===== src/sv/rhc_pkg.sv =====
// Shared types, constants and the long-division step of the RGB to HSV converter.
// Has no dependencies; every other file imports it.
`default_nettype none

package rhc_pkg;

  // Depth of the queue between classification and arithmetic.
  localparam int unsigned QUEUE_DEPTH = 4;

  // Division pipeline: one quotient bit per stage.
  localparam int unsigned SAT_STEPS = 16;
  localparam int unsigned HUE_STEPS = 12;

  // Hue constants in 1/64 degree.
  localparam logic [15:0] HUE_FULL   = 16'd23040;
  localparam logic [15:0] BASE_RED   = 16'd0;
  localparam logic [15:0] BASE_GREEN = 16'd7680;
  localparam logic [15:0] BASE_BLUE  = 16'd15360;

  // One input pixel.
  typedef struct packed {
    logic [7:0] red;
    logic [7:0] green;
    logic [7:0] blue;
  } pix_t;

  // One result item.
  typedef struct packed {
    logic [14:0] hue;
    logic [15:0] saturation;
    logic [15:0] brightness;
    logic        achromatic;
  } hsv_t;

  // Which channel holds the maximum.
  typedef enum logic [1:0] {
    SEC_RED,
    SEC_GREEN,
    SEC_BLUE
  } sector_e;

  // Classified pixel, as it waits in the queue.
  typedef struct packed {
    logic [7:0] mx;
    logic [7:0] delta;
    logic       gray;
    sector_e    sector;
    logic       neg;
    logic [7:0] mag;
  } cls_t;

  // Queue status seen by both sides.
  typedef struct packed {
    logic full;
    logic empty;
  } q_stat_t;

  // Payload of one division pipeline stage.
  typedef struct packed {
    logic [7:0]  mx;
    logic        gray;
    sector_e     sector;
    logic        neg;
    logic [8:0]  sat_div;
    logic [8:0]  sat_rem;
    logic [15:0] sat_low;
    logic [15:0] sat_quo;
    logic [8:0]  hue_div;
    logic [8:0]  hue_rem;
    logic [11:0] hue_low;
    logic [11:0] hue_quo;
  } stage_t;

  // One restoring division step: shift in a bit, subtract if it fits.
  // Returns the quotient bit over the new remainder.
  function automatic logic [9:0] div_step(input logic [8:0] rem, input logic bit_in,
                                          input logic [8:0] div);
    logic [9:0] t;
    logic [9:0] r;
    t = {rem, bit_in};
    if (t >= {1'b0, div}) begin
      r = t - {1'b0, div};
      div_step = {1'b1, r[8:0]};
    end else begin
      div_step = {1'b0, t[8:0]};
    end
  endfunction

endpackage

`default_nettype wire


===== src/sv/rhc_front.sv =====
// Front part: takes pixels, finds max, min and the hue sector, and writes the queue.
// Depends on rhc_pkg.
`default_nettype none

module rhc_front (
  input  wire logic            clk_i,
  input  wire logic            rst_ni,
  input  wire logic            push,
  output logic                 full,
  input  wire rhc_pkg::pix_t   pix_i,
  input  wire rhc_pkg::q_stat_t q_stat_i,
  output logic                 q_wr_o,
  output rhc_pkg::cls_t        q_data_o
);
  import rhc_pkg::*;

  logic       f_valid_q, f_valid_d;
  pix_t       f_pix_q;
  logic       accept;
  logic [7:0] mx, mn, op_a, op_b;
  sector_e    sector;

  // The input register is free when empty or when its item moves on.
  assign full   = f_valid_q && q_stat_i.full;
  assign accept = push && !full;
  assign q_wr_o = f_valid_q && !q_stat_i.full;

  always_comb begin
    f_valid_d = f_valid_q;
    if (accept) begin
      f_valid_d = 1'b1;
    end else if (q_wr_o) begin
      f_valid_d = 1'b0;
    end
  end

  always_ff @(posedge clk_i or negedge rst_ni) begin
    if (!rst_ni) begin
      f_valid_q <= 1'b0;
    end else begin
      f_valid_q <= f_valid_d;
    end
  end

  always_ff @(posedge clk_i) begin
    if (accept) begin
      f_pix_q <= pix_i;
    end
  end

  // Extremes of the three channels.
  always_comb begin
    mx = (f_pix_q.red > f_pix_q.green) ? f_pix_q.red : f_pix_q.green;
    mx = (mx > f_pix_q.blue) ? mx : f_pix_q.blue;
    mn = (f_pix_q.red < f_pix_q.green) ? f_pix_q.red : f_pix_q.green;
    mn = (mn < f_pix_q.blue) ? mn : f_pix_q.blue;
  end

  // Sector choice: red takes ties first, then green.
  always_comb begin
    if (f_pix_q.red == mx) begin
      sector = SEC_RED;
      op_a   = f_pix_q.green;
      op_b   = f_pix_q.blue;
    end else if (f_pix_q.green == mx) begin
      sector = SEC_GREEN;
      op_a   = f_pix_q.blue;
      op_b   = f_pix_q.red;
    end else begin
      sector = SEC_BLUE;
      op_a   = f_pix_q.red;
      op_b   = f_pix_q.green;
    end
  end

  // The hue difference travels as sign and magnitude.
  always_comb begin
    q_data_o.mx     = mx;
    q_data_o.delta  = mx - mn;
    q_data_o.gray   = (mx == mn);
    q_data_o.sector = sector;
    q_data_o.neg    = (op_a < op_b);
    q_data_o.mag    = (op_a < op_b) ? (op_b - op_a) : (op_a - op_b);
  end

endmodule

`default_nettype wire


===== src/sv/rhc_queue.sv =====
// Short queue of classified pixels between the front and back parts.
// Depends on rhc_pkg.
`default_nettype none

module rhc_queue #(
  parameter int unsigned Depth = rhc_pkg::QUEUE_DEPTH
) (
  input  wire logic             clk_i,
  input  wire logic             rst_ni,
  input  wire logic             wr_i,
  input  wire rhc_pkg::cls_t    wr_data_i,
  input  wire logic             rd_i,
  output rhc_pkg::cls_t         rd_data_o,
  output rhc_pkg::q_stat_t      stat_o
);
  import rhc_pkg::*;

  localparam int unsigned PtrW = (Depth > 1) ? $clog2(Depth) : 1;
  localparam int unsigned CntW = $clog2(Depth + 1);
  localparam logic [PtrW-1:0] LastPtr = PtrW'(Depth - 1);
  localparam logic [CntW-1:0] DepthCnt = CntW'(Depth);

  cls_t            mem_q [Depth];
  logic [PtrW-1:0] wr_ptr_q, wr_ptr_d, rd_ptr_q, rd_ptr_d;
  logic [CntW-1:0] cnt_q, cnt_d;

  assign stat_o.full  = (cnt_q == DepthCnt);
  assign stat_o.empty = (cnt_q == '0);
  assign rd_data_o    = mem_q[rd_ptr_q];

  // Pointers wrap at the depth, which need not be a power of two.
  always_comb begin
    wr_ptr_d = wr_ptr_q;
    rd_ptr_d = rd_ptr_q;
    cnt_d    = cnt_q;
    if (wr_i) begin
      wr_ptr_d = (wr_ptr_q == LastPtr) ? '0 : wr_ptr_q + 1'b1;
    end
    if (rd_i) begin
      rd_ptr_d = (rd_ptr_q == LastPtr) ? '0 : rd_ptr_q + 1'b1;
    end
    if (wr_i && !rd_i) begin
      cnt_d = cnt_q + 1'b1;
    end else if (rd_i && !wr_i) begin
      cnt_d = cnt_q - 1'b1;
    end
  end

  always_ff @(posedge clk_i or negedge rst_ni) begin
    if (!rst_ni) begin
      wr_ptr_q <= '0;
      rd_ptr_q <= '0;
      cnt_q    <= '0;
    end else begin
      wr_ptr_q <= wr_ptr_d;
      rd_ptr_q <= rd_ptr_d;
      cnt_q    <= cnt_d;
    end
  end

  always_ff @(posedge clk_i) begin
    if (wr_i) begin
      mem_q[wr_ptr_q] <= wr_data_i;
    end
  end

  // The fill level stays within the depth.
  a_cnt_bound: assert property (@(posedge clk_i) disable iff (!rst_ni)
    cnt_q <= DepthCnt)
    else $error("queue fill level above depth");

  // A lone write raises the fill level by one.
  a_cnt_inc: assert property (@(posedge clk_i) disable iff (!rst_ni)
    (wr_i && !rd_i) |=> (cnt_q == $past(cnt_q) + 1'b1))
    else $error("queue fill level missed a write");

  // Nothing is read from an empty queue.
  a_no_underrun: assert property (@(posedge clk_i) disable iff (!rst_ni)
    rd_i |-> !stat_o.empty)
    else $error("queue read while empty");

endmodule

`default_nettype wire


===== src/sv/rhc_back.sv =====
// Back part: pipelined long division for saturation and hue, hue wrap, result register.
// Depends on rhc_pkg.
`default_nettype none

module rhc_back (
  input  wire logic             clk_i,
  input  wire logic             rst_ni,
  input  wire rhc_pkg::q_stat_t q_stat_i,
  input  wire rhc_pkg::cls_t    q_data_i,
  output logic                  q_rd_o,
  output logic                  empty,
  input  wire logic             pop,
  output rhc_pkg::hsv_t         hsv_o
);
  import rhc_pkg::*;

  localparam int unsigned NStages = SAT_STEPS + 1;

  logic        en;
  logic        vld_q [NStages];
  stage_t      stg_q [NStages];
  stage_t      stg_d [NStages];
  logic        out_valid_q;
  hsv_t        out_q, out_d;
  logic [24:0] num_sat;
  logic [20:0] num_hue;
  logic [15:0] base, hue_s;

  // The whole pipeline moves unless a finished result waits unread.
  assign en     = !out_valid_q || pop;
  assign q_rd_o = en && !q_stat_i.empty;
  assign empty  = !out_valid_q;
  assign hsv_o  = out_q;

  // Stage zero: numerators with rounding terms, first remainder bits.
  // Saturation: (2*delta*65535 + max) / (2*max). Hue: (7680*mag + delta) / (2*delta).
  always_comb begin
    num_sat = {q_data_i.delta, 17'b0} - {16'b0, q_data_i.delta, 1'b0}
            + {17'b0, q_data_i.mx};
    num_hue = {q_data_i.mag, 13'b0} - {4'b0, q_data_i.mag, 9'b0}
            + {13'b0, q_data_i.delta};
    stg_d[0].mx      = q_data_i.mx;
    stg_d[0].gray    = q_data_i.gray;
    stg_d[0].sector  = q_data_i.sector;
    stg_d[0].neg     = q_data_i.neg;
    stg_d[0].sat_div = {q_data_i.mx, 1'b0};
    stg_d[0].sat_rem = num_sat[24:16];
    stg_d[0].sat_low = num_sat[15:0];
    stg_d[0].sat_quo = '0;
    stg_d[0].hue_div = {q_data_i.delta, 1'b0};
    stg_d[0].hue_rem = num_hue[20:12];
    stg_d[0].hue_low = num_hue[11:0];
    stg_d[0].hue_quo = '0;
  end

  // Each later stage retires one saturation bit, and one hue bit in the first stages.
  for (genvar k = 1; k < NStages; k++) begin : g_div
    logic [9:0] s_step, h_step;
    assign s_step = div_step(stg_q[k-1].sat_rem, stg_q[k-1].sat_low[15], stg_q[k-1].sat_div);
    assign h_step = div_step(stg_q[k-1].hue_rem, stg_q[k-1].hue_low[11], stg_q[k-1].hue_div);
    always_comb begin
      stg_d[k]         = stg_q[k-1];
      stg_d[k].sat_rem = s_step[8:0];
      stg_d[k].sat_low = {stg_q[k-1].sat_low[14:0], 1'b0};
      stg_d[k].sat_quo = {stg_q[k-1].sat_quo[14:0], s_step[9]};
      if (k <= HUE_STEPS) begin
        stg_d[k].hue_rem = h_step[8:0];
        stg_d[k].hue_low = {stg_q[k-1].hue_low[10:0], 1'b0};
        stg_d[k].hue_quo = {stg_q[k-1].hue_quo[10:0], h_step[9]};
      end
    end
  end

  // Stage registers: valid bits reset, payload does not.
  always_ff @(posedge clk_i or negedge rst_ni) begin
    if (!rst_ni) begin
      for (int i = 0; i < NStages; i++) begin
        vld_q[i] <= 1'b0;
      end
      out_valid_q <= 1'b0;
    end else if (en) begin
      vld_q[0] <= q_rd_o;
      for (int i = 1; i < NStages; i++) begin
        vld_q[i] <= vld_q[i-1];
      end
      out_valid_q <= vld_q[NStages-1];
    end
  end

  always_ff @(posedge clk_i) begin
    if (en) begin
      for (int i = 0; i < NStages; i++) begin
        stg_q[i] <= stg_d[i];
      end
      out_q <= out_d;
    end
  end

  // Hue: sector base plus signed offset, wrapped into one turn.
  always_comb begin
    case (stg_q[NStages-1].sector)
      SEC_RED:   base = BASE_RED;
      SEC_GREEN: base = BASE_GREEN;
      SEC_BLUE:  base = BASE_BLUE;
      default:   base = BASE_RED;
    endcase
    if (stg_q[NStages-1].neg) begin
      hue_s = base - {4'b0, stg_q[NStages-1].hue_quo};
    end else begin
      hue_s = base + {4'b0, stg_q[NStages-1].hue_quo};
    end
    if (hue_s[15]) begin
      hue_s = hue_s + HUE_FULL;
    end else if (hue_s >= HUE_FULL) begin
      hue_s = hue_s - HUE_FULL;
    end
  end

  // A gray pixel has no hue and no saturation.
  always_comb begin
    out_d.brightness = {stg_q[NStages-1].mx, stg_q[NStages-1].mx};
    if (stg_q[NStages-1].gray) begin
      out_d.hue        = '0;
      out_d.saturation = '0;
      out_d.achromatic = 1'b1;
    end else begin
      out_d.hue        = hue_s[14:0];
      out_d.saturation = stg_q[NStages-1].sat_quo;
      out_d.achromatic = 1'b0;
    end
  end

  // A result that waits unread is still there in the next cycle.
  a_hold: assert property (@(posedge clk_i) disable iff (!rst_ni)
    (out_valid_q && !pop) |=> out_valid_q)
    else $error("waiting result dropped");

  // Delivered hue stays below one full turn.
  a_hue_range: assert property (@(posedge clk_i) disable iff (!rst_ni)
    out_valid_q |-> ({1'b0, out_q.hue} < HUE_FULL))
    else $error("hue out of range");

  // A gray result carries zero hue and saturation.
  a_gray: assert property (@(posedge clk_i) disable iff (!rst_ni)
    (out_valid_q && out_q.achromatic) |-> (out_q.hue == '0 && out_q.saturation == '0))
    else $error("gray result with hue or saturation");

endmodule

`default_nettype wire


===== src/sv/rgb_to_hsv_converter_top.sv =====
// Top level of the RGB to HSV converter: front classifier, queue, division back end.
// Depends on rhc_pkg, rhc_front, rhc_queue and rhc_back.
//
//   channel  direction  handshake          payload
//   pixel    in         push / full        pix_i (red, green, blue)
//   result   out        pop / empty        hsv_o (hue, saturation, brightness, achromatic)
//
// One pixel is accepted per cycle while full is low, and one result delivered per cycle when pop keeps up.
// A result reaches the outputs through the input register, one queue entry, stage zero,
// sixteen division stages and the result register. The sixteen-stage saturation divider,
// one quotient bit per stage, sets the length of that path.
// While a result waits unread the back end holds; the queue and the input register then
// absorb up to QueueDepth + 1 pixels before full rises. Reset empties every stage at once.
`default_nettype none

module rgb_to_hsv_converter_top #(
  parameter int unsigned QueueDepth = rhc_pkg::QUEUE_DEPTH
) (
  input  wire logic          clk_i,
  input  wire logic          rst_ni,
  input  wire logic          push,
  output logic               full,
  input  wire rhc_pkg::pix_t pix_i,
  output logic               empty,
  input  wire logic          pop,
  output rhc_pkg::hsv_t      hsv_o
);
  import rhc_pkg::*;

  q_stat_t q_stat;
  logic    q_wr, q_rd;
  cls_t    q_wr_data, q_rd_data;

  rhc_front u_front (
    .clk_i    (clk_i),
    .rst_ni   (rst_ni),
    .push     (push),
    .full     (full),
    .pix_i    (pix_i),
    .q_stat_i (q_stat),
    .q_wr_o   (q_wr),
    .q_data_o (q_wr_data)
  );

  rhc_queue #(
    .Depth (QueueDepth)
  ) u_queue (
    .clk_i     (clk_i),
    .rst_ni    (rst_ni),
    .wr_i      (q_wr),
    .wr_data_i (q_wr_data),
    .rd_i      (q_rd),
    .rd_data_o (q_rd_data),
    .stat_o    (q_stat)
  );

  rhc_back u_back (
    .clk_i    (clk_i),
    .rst_ni   (rst_ni),
    .q_stat_i (q_stat),
    .q_data_i (q_rd_data),
    .q_rd_o   (q_rd),
    .empty    (empty),
    .pop      (pop),
    .hsv_o    (hsv_o)
  );

endmodule

`default_nettype wire

===== config.mk =====
export PLATFORM = sky130hd
export DESIGN_NAME = rgb_to_hsv_converter_top
export DESIGN_NICKNAME = d
export VERILOG_FILES = /design/src/sv/rhc_pkg.sv /design/src/sv/rhc_front.sv /design/src/sv/rhc_queue.sv /design/src/sv/rhc_back.sv /design/src/sv/rgb_to_hsv_converter_top.sv
export SDC_FILE = /design/constraint.sdc
export NUM_CORES = 2
export LEC_CHECK = 0
export BUFFER_PORTS_ARGS = -buffer_cell sky130_fd_sc_hd__buf_2
export CAP_MARGIN = 20
export CORE_MARGIN = 5
export CORE_UTILIZATION = 30
export CTS_CLUSTER_SIZE = 40
export DETAILED_ROUTE_END_ITERATION = 8
export MAX_ROUTING_LAYER = met4
export PLACE_DENSITY = 0.46
export SETUP_SLACK_MARGIN = 0.4
export SYNTH_ARGS = -nofsm -noshare
export SYNTH_HDL_FRONTEND = slang
export SYNTH_SLANG_ARGS = --single-unit

===== constraint.sdc =====
create_clock -name clk_i -period 33.5 [get_ports clk_i]
set_clock_uncertainty 0.1 [all_clocks]
set_input_delay 6.7 -clock clk_i [delete_from_list [all_inputs] [get_ports clk_i]]
set_output_delay 6.7 -clock clk_i [all_outputs]
set_load 0.1 [all_outputs]

==> results.rst <==
.. list-table::
   :header-rows: 1

   * - Metric
     - Value
   * - Status
     - complete, no violations
   * - Worst setup path endpoint
     - u_back.stg_q[0][835]
   * - Number of enable-type register cells in the synthesized netlist
     - 1153
   * - Final hold violation count
     - 0
   * - Most repeated library cell on the critical path
     - sky130_fd_sc_hd__buf_4
   * - Maximum single-stage delay on the critical path
     - 0.87 ns
   * - Seq/Total Area, Yosys
     - 0.680
   * - Async SR Flop Fraction
     - 0.0221
   * - Final weighted congestion of routability-driven global placement
     - 0.803
   * - List of cells traversed by the critical path
     - buf_2, nand2b_4, buf_4, buf_4, buf_4, buf_4, buf_4
   * - Setup repair after global routing missed its margin
     - no
   * - XOR/XNOR share of the synthesized area
     - 0.0334
   * - Top delay family on crit path
     - buffers and inverters
   * - Hold_ws
     - 0.296 ns
   * - Critical path capture point type
     - flip-flop
   * - Adder and majority cell fraction of the synthesized area
     - 0.0848
   * - Area overhead of the layout relative to synthesis
     - 14.3%
   * - Tightest Pin Transition
     - 1.00 ns
   * - Post-synthesis compound-gate area fraction
     - 0.0727
   * - Global routing met3 resource utilization
     - 0.0221
   * - Clock-pin transition on the worst setup and hold timing paths
     - 0.06 ns
   * - Number of iterations in the first detailed-routing pass
     - 5
   * - Sum of buffers and inverters on the critical path
     - 6
   * - Layout cells sized above 1
     - 0.108
   * - Nets@finish
     - 4024
   * - Number of nets with antenna violations after detailed routing
     - 0
   * - Share of cell area taken by muxes after synthesis
     - 0.0340
   * - Die Y
     - 426 microns
   * - First-pass GRT wire length
     - 144000 microns
   * - Count of final max-slew check failures
     - 0
   * - Number of H-tree branching levels
     - 4
   * - Leakage
     - 22.6 nW
   * - Total power after layout
     - 6.36 mW
   * - TritonCTS clock tree
     - done
   * - GR met2 Demand/Resource
     - 0.173
   * - I/O Buffers
     - 77
   * - Initial antenna violation count
     - 1
   * - Synthesized net count
     - 3867
   * - Initial cell density of the core
     - 0.302
   * - Root Buffer
     - sky130_fd_sc_hd__clkbuf_16
   * - DP HPWL
     - 59600 microns
   * - Critical path launch point
     - pop
   * - Ratio of total power to cell area
     - 107 nW/um^2
   * - Highest net fanout along the worst path
     - 79
   * - Post-synth design cell area
     - 51800 sq um
   * - Post-layout minimum cycle time
     - 11.22 ns
   * - Number of max-capacitance violations reported
     - 0
   * - Required time worst endpoint
     - 33.74 ns
   * - Flip-flop cell with the highest count after synthesis
     - sky130_fd_sc_hd__edfxtp_1
   * - Finish-stage setup viols
     - 0
   * - Post-Place Cells
     - 5838
   * - Post-CTS Setup Bufs
     - 0
   * - Total stage count of the critical path
     - 7
   * - Setup Total Neg Slack
     - 0 ns
   * - Vias in the first global route
     - 27300
   * - Setup slack at placement
     - 21.38 ns
   * - Met1 Track Usage GR
     - 0.119
   * - FF+latch count, synth
     - 1179
   * - Detailed-route vias per instance
     - 4.32
   * - Number of hold-repair buffers added at the cts stage
     - 0
   * - End of the worst register-to-register path
     - u_queue.mem_q[1][6]
   * - Final cell count without fillers
     - 6080
   * - DRC violation count after routing
     - 0
   * - Count of filler cells inserted in the layout
     - 16500
   * - Number of gates resized after cts
     - 0
   * - Cell with the biggest individual delay on the critical path
     - sky130_fd_sc_hd__buf_4
   * - Least setup slack across all paths after layout
     - 22.28 ns
   * - Worst R2R Path Depth
     - 29
   * - Routed wire length
     - 88800 microns
   * - Vias
     - 26300
   * - I/O Pins
     - 78
   * - Cells after Synth
     - 3506
   * - Gr usage total
     - 0.102
   * - Max frequency
     - 89.2 MHz
   * - Startpoint of the worst-slack reg-to-reg timing path
     - u_front.f_pix_q[17]
   * - Die Wd
     - 426 microns
   * - Simple-gate area share of the yosys netlist
     - 0.0646
   * - Number of DRC markers in iteration 0
     - 1456
   * - Routed wire length per instance
     - 14.6 microns
   * - Layer with the highest usage after global routing
     - met2
   * - Number of rows created at floorplan
     - 152
   * - Mean instance size in the synthesized netlist
     - 14.8 sq um
   * - Total of warnings raised by yosys
     - 0
   * - Worst min path class
     - flip-flop to flip-flop
   * - CTS sink cnt
     - 1179
   * - Normalized max-slew margin
     - 0.334
   * - Startpoint kind of the worst setup timing path
     - input port
   * - Main combinational cell family by area after synthesis
     - adder cells
   * - Endpoint arrival time on the critical path
     - 11.46 ns
   * - Clock Tree Buf Depth
     - 3
   * - Clock latency reported for the late side of the worst-skew pair
     - 0.73 ns
   * - Pin count of the biggest net entering global routing
     - 176
   * - DIE AREA
     - 181000 sq um
   * - Max IR drop VDD
     - 0.0526 mV
   * - Total clock buffers created by CTS
     - 131
   * - Final period util
     - 0.335
   * - Slack of the worst reg-to-reg path
     - 24.87 ns
   * - Core footprint
     - 172000 sq um
   * - Library cells used by synthesis
     - 65
   * - Leftover overflow at the end of global routing
     - 0
   * - Critical path class
     - input port to flip-flop
synthesized netlist by cell type (4+ instances only):
| library cell | number | share of area |
|---|---|---|
| sky130_fd_sc_hd__nand4_1 | 58 | 0.0070 |
| sky130_fd_sc_hd__o41a_1 | 8 | 0.0017 |
| sky130_fd_sc_hd__nand3b_1 | 7 | 0.0010 |
| sky130_fd_sc_hd__mux2i_1 | 14 | 0.0027 |
| sky130_fd_sc_hd__o211a_1 | 13 | 0.0025 |
| sky130_fd_sc_hd__nand2b_1 | 105 | 0.013 |
| sky130_fd_sc_hd__buf_4 | 8 | 0.0012 |
| sky130_fd_sc_hd__buf_1 | 4 | 0.00029 |
| sky130_fd_sc_hd__mux2_2 | 76 | 0.017 |
| sky130_fd_sc_hd__inv_1 | 333 | 0.024 |
| sky130_fd_sc_hd__clkbuf_1 | 57 | 0.0041 |
| sky130_fd_sc_hd__ha_1 | 302 | 0.073 |
| sky130_fd_sc_hd__and2_1 | 6 | 0.00072 |
| sky130_fd_sc_hd__a21boi_0 | 5 | 0.00072 |
| sky130_fd_sc_hd__a21o_1 | 113 | 0.016 |
| sky130_fd_sc_hd__o41ai_1 | 5 | 0.00084 |
| sky130_fd_sc_hd__o31ai_1 | 37 | 0.0054 |
| sky130_fd_sc_hd__a21oi_1 | 234 | 0.023 |
| sky130_fd_sc_hd__o21ai_0 | 117 | 0.011 |
| sky130_fd_sc_hd__nor4_1 | 6 | 0.00072 |
| sky130_fd_sc_hd__nor2b_1 | 124 | 0.015 |
| sky130_fd_sc_hd__mux4_2 | 34 | 0.015 |
| sky130_fd_sc_hd__nand3_1 | 12 | 0.0012 |
| sky130_fd_sc_hd__xor2_1 | 59 | 0.010 |
| sky130_fd_sc_hd__edfxtp_1 | 1153 | 0.67 |
| sky130_fd_sc_hd__or2_2 | 7 | 0.00084 |
| sky130_fd_sc_hd__nand2_1 | 73 | 0.0053 |
| sky130_fd_sc_hd__dfrtp_1 | 26 | 0.013 |
| sky130_fd_sc_hd__fa_1 | 31 | 0.012 |
| sky130_fd_sc_hd__nor3_1 | 14 | 0.0014 |
| sky130_fd_sc_hd__xnor2_1 | 139 | 0.023 |
| sky130_fd_sc_hd__o211ai_1 | 5 | 0.00072 |
| sky130_fd_sc_hd__a31oi_1 | 15 | 0.0018 |
| sky130_fd_sc_hd__nor2_1 | 231 | 0.017 |
| sky130_fd_sc_hd__a211oi_1 | 16 | 0.0023 |
| sky130_fd_sc_hd__o21a_1 | 14 | 0.0020 |
| sky130_fd_sc_hd__or3_1 | 7 | 0.00084 |
area by class of cell:
type                    count  area (sq um)  share of cell area
well taps                2310          2890              0.0488
flip-flops and latches   1179         35300               0.595
multi-input cells        1921         15000               0.254
clock inverters            68           641              0.0108
diodes                      1          2.50           0.0000422
inverters                 334          1250              0.0212
repair buffers             96           581             0.00980
clock buffers             171          3570              0.0602
per-layer routing:
metal	wire length [microns]	vias up
li1	-	13200
met1	38400	12600
met2	44400	327
met3	3240	173
met4	2660	0
met5	0	-
registers in the layout, indices dropped and copies added, names as in the netlist:
signal / count
u_back.vld_q: 17
u_queue.rd_ptr_q: 2
u_queue.mem_q: 112
u_back.hsv_o: 40
u_queue.cnt_q: 3
u_back.out_valid_q: 1
u_queue.wr_ptr_q: 2
u_front.f_valid_q: 1
u_back.stg_q: 977
u_front.f_pix_q: 24
worst min path at each step:
stage          cells after the start  slack [ns]             startpoint               endpoint
2_1_floorplan                      0        0.30  u_back.stg_q[0][1761]       u_back.hsv_o[10]
3_3_place_gp                       0        0.30   u_back.stg_q[0][612]   u_back.stg_q[0][716]
3_5_place_dp                       0        0.30   u_back.stg_q[0][899]  u_back.stg_q[0][1004]
4_1_cts                            0        0.30   u_back.stg_q[0][379]   u_back.stg_q[0][484]
5_1_grt                            0        0.31   u_back.stg_q[0][272]   u_back.stg_q[0][377]
6_report                           0        0.30   u_back.stg_q[0][379]   u_back.stg_q[0][484]
stage by stage:
step | utilization | instance area, sq um
6_report | 0.345 | 59200
5_1_grt | 0.345 | 59200
4_1_cts | 0.345 | 59200
3_5_place_dp | 0.320 | 55000
3_3_place_gp | 0.320 | 55000
2_1_floorplan | - | 51800
power by group:
group          switching (mW)  internal [mW]
sequential              0.214           2.41
combinational            1.34          0.995
clock                   0.574          0.830
logic make-up (layout without fill, tap and decap cells):
| group | after synthesis | after routing |
|---|---|---|
| AOI/OAI and AO/OA | 606 | 606 |
| DFF | 1179 | 1179 |
| and+or+nand+nor | 659 | 659 |
| adders and majority gates | 333 | 333 |
| muxes | 124 | 124 |
| xor gates and xnor gates | 198 | 198 |
| buffers and inverters | 406 | 669 |
| other | 1 | 2 |
placed cells by master (no fill, tap or decap), drive strengths merged, types with 8 or more instances in the layout:
master,synthesis,final
clkbuf,57,171
nor3,14,14
or2,8,8
a31oi,15,15
dfrtp,26,26
edfxtp,1153,1153
o21a,14,14
o211a,13,13
buf,15,96
a211oi,17,17
clkinv,0,51
o41a,8,8
xor2,59,59
mux2i,14,14
nand4,58,58
o21ai,120,120
inv,334,340
nand2,73,73
fa,31,31
a21oi,235,235
mux2,76,76
a21o,113,113
nor2,232,232
nand3,12,12
mux4,34,34
bufinv,0,10
nor2b,124,124
ha,302,302
o31ai,37,37
xnor2,139,139
nand2b,105,105
Note: power is estimated with default switching activity, not from simulation.
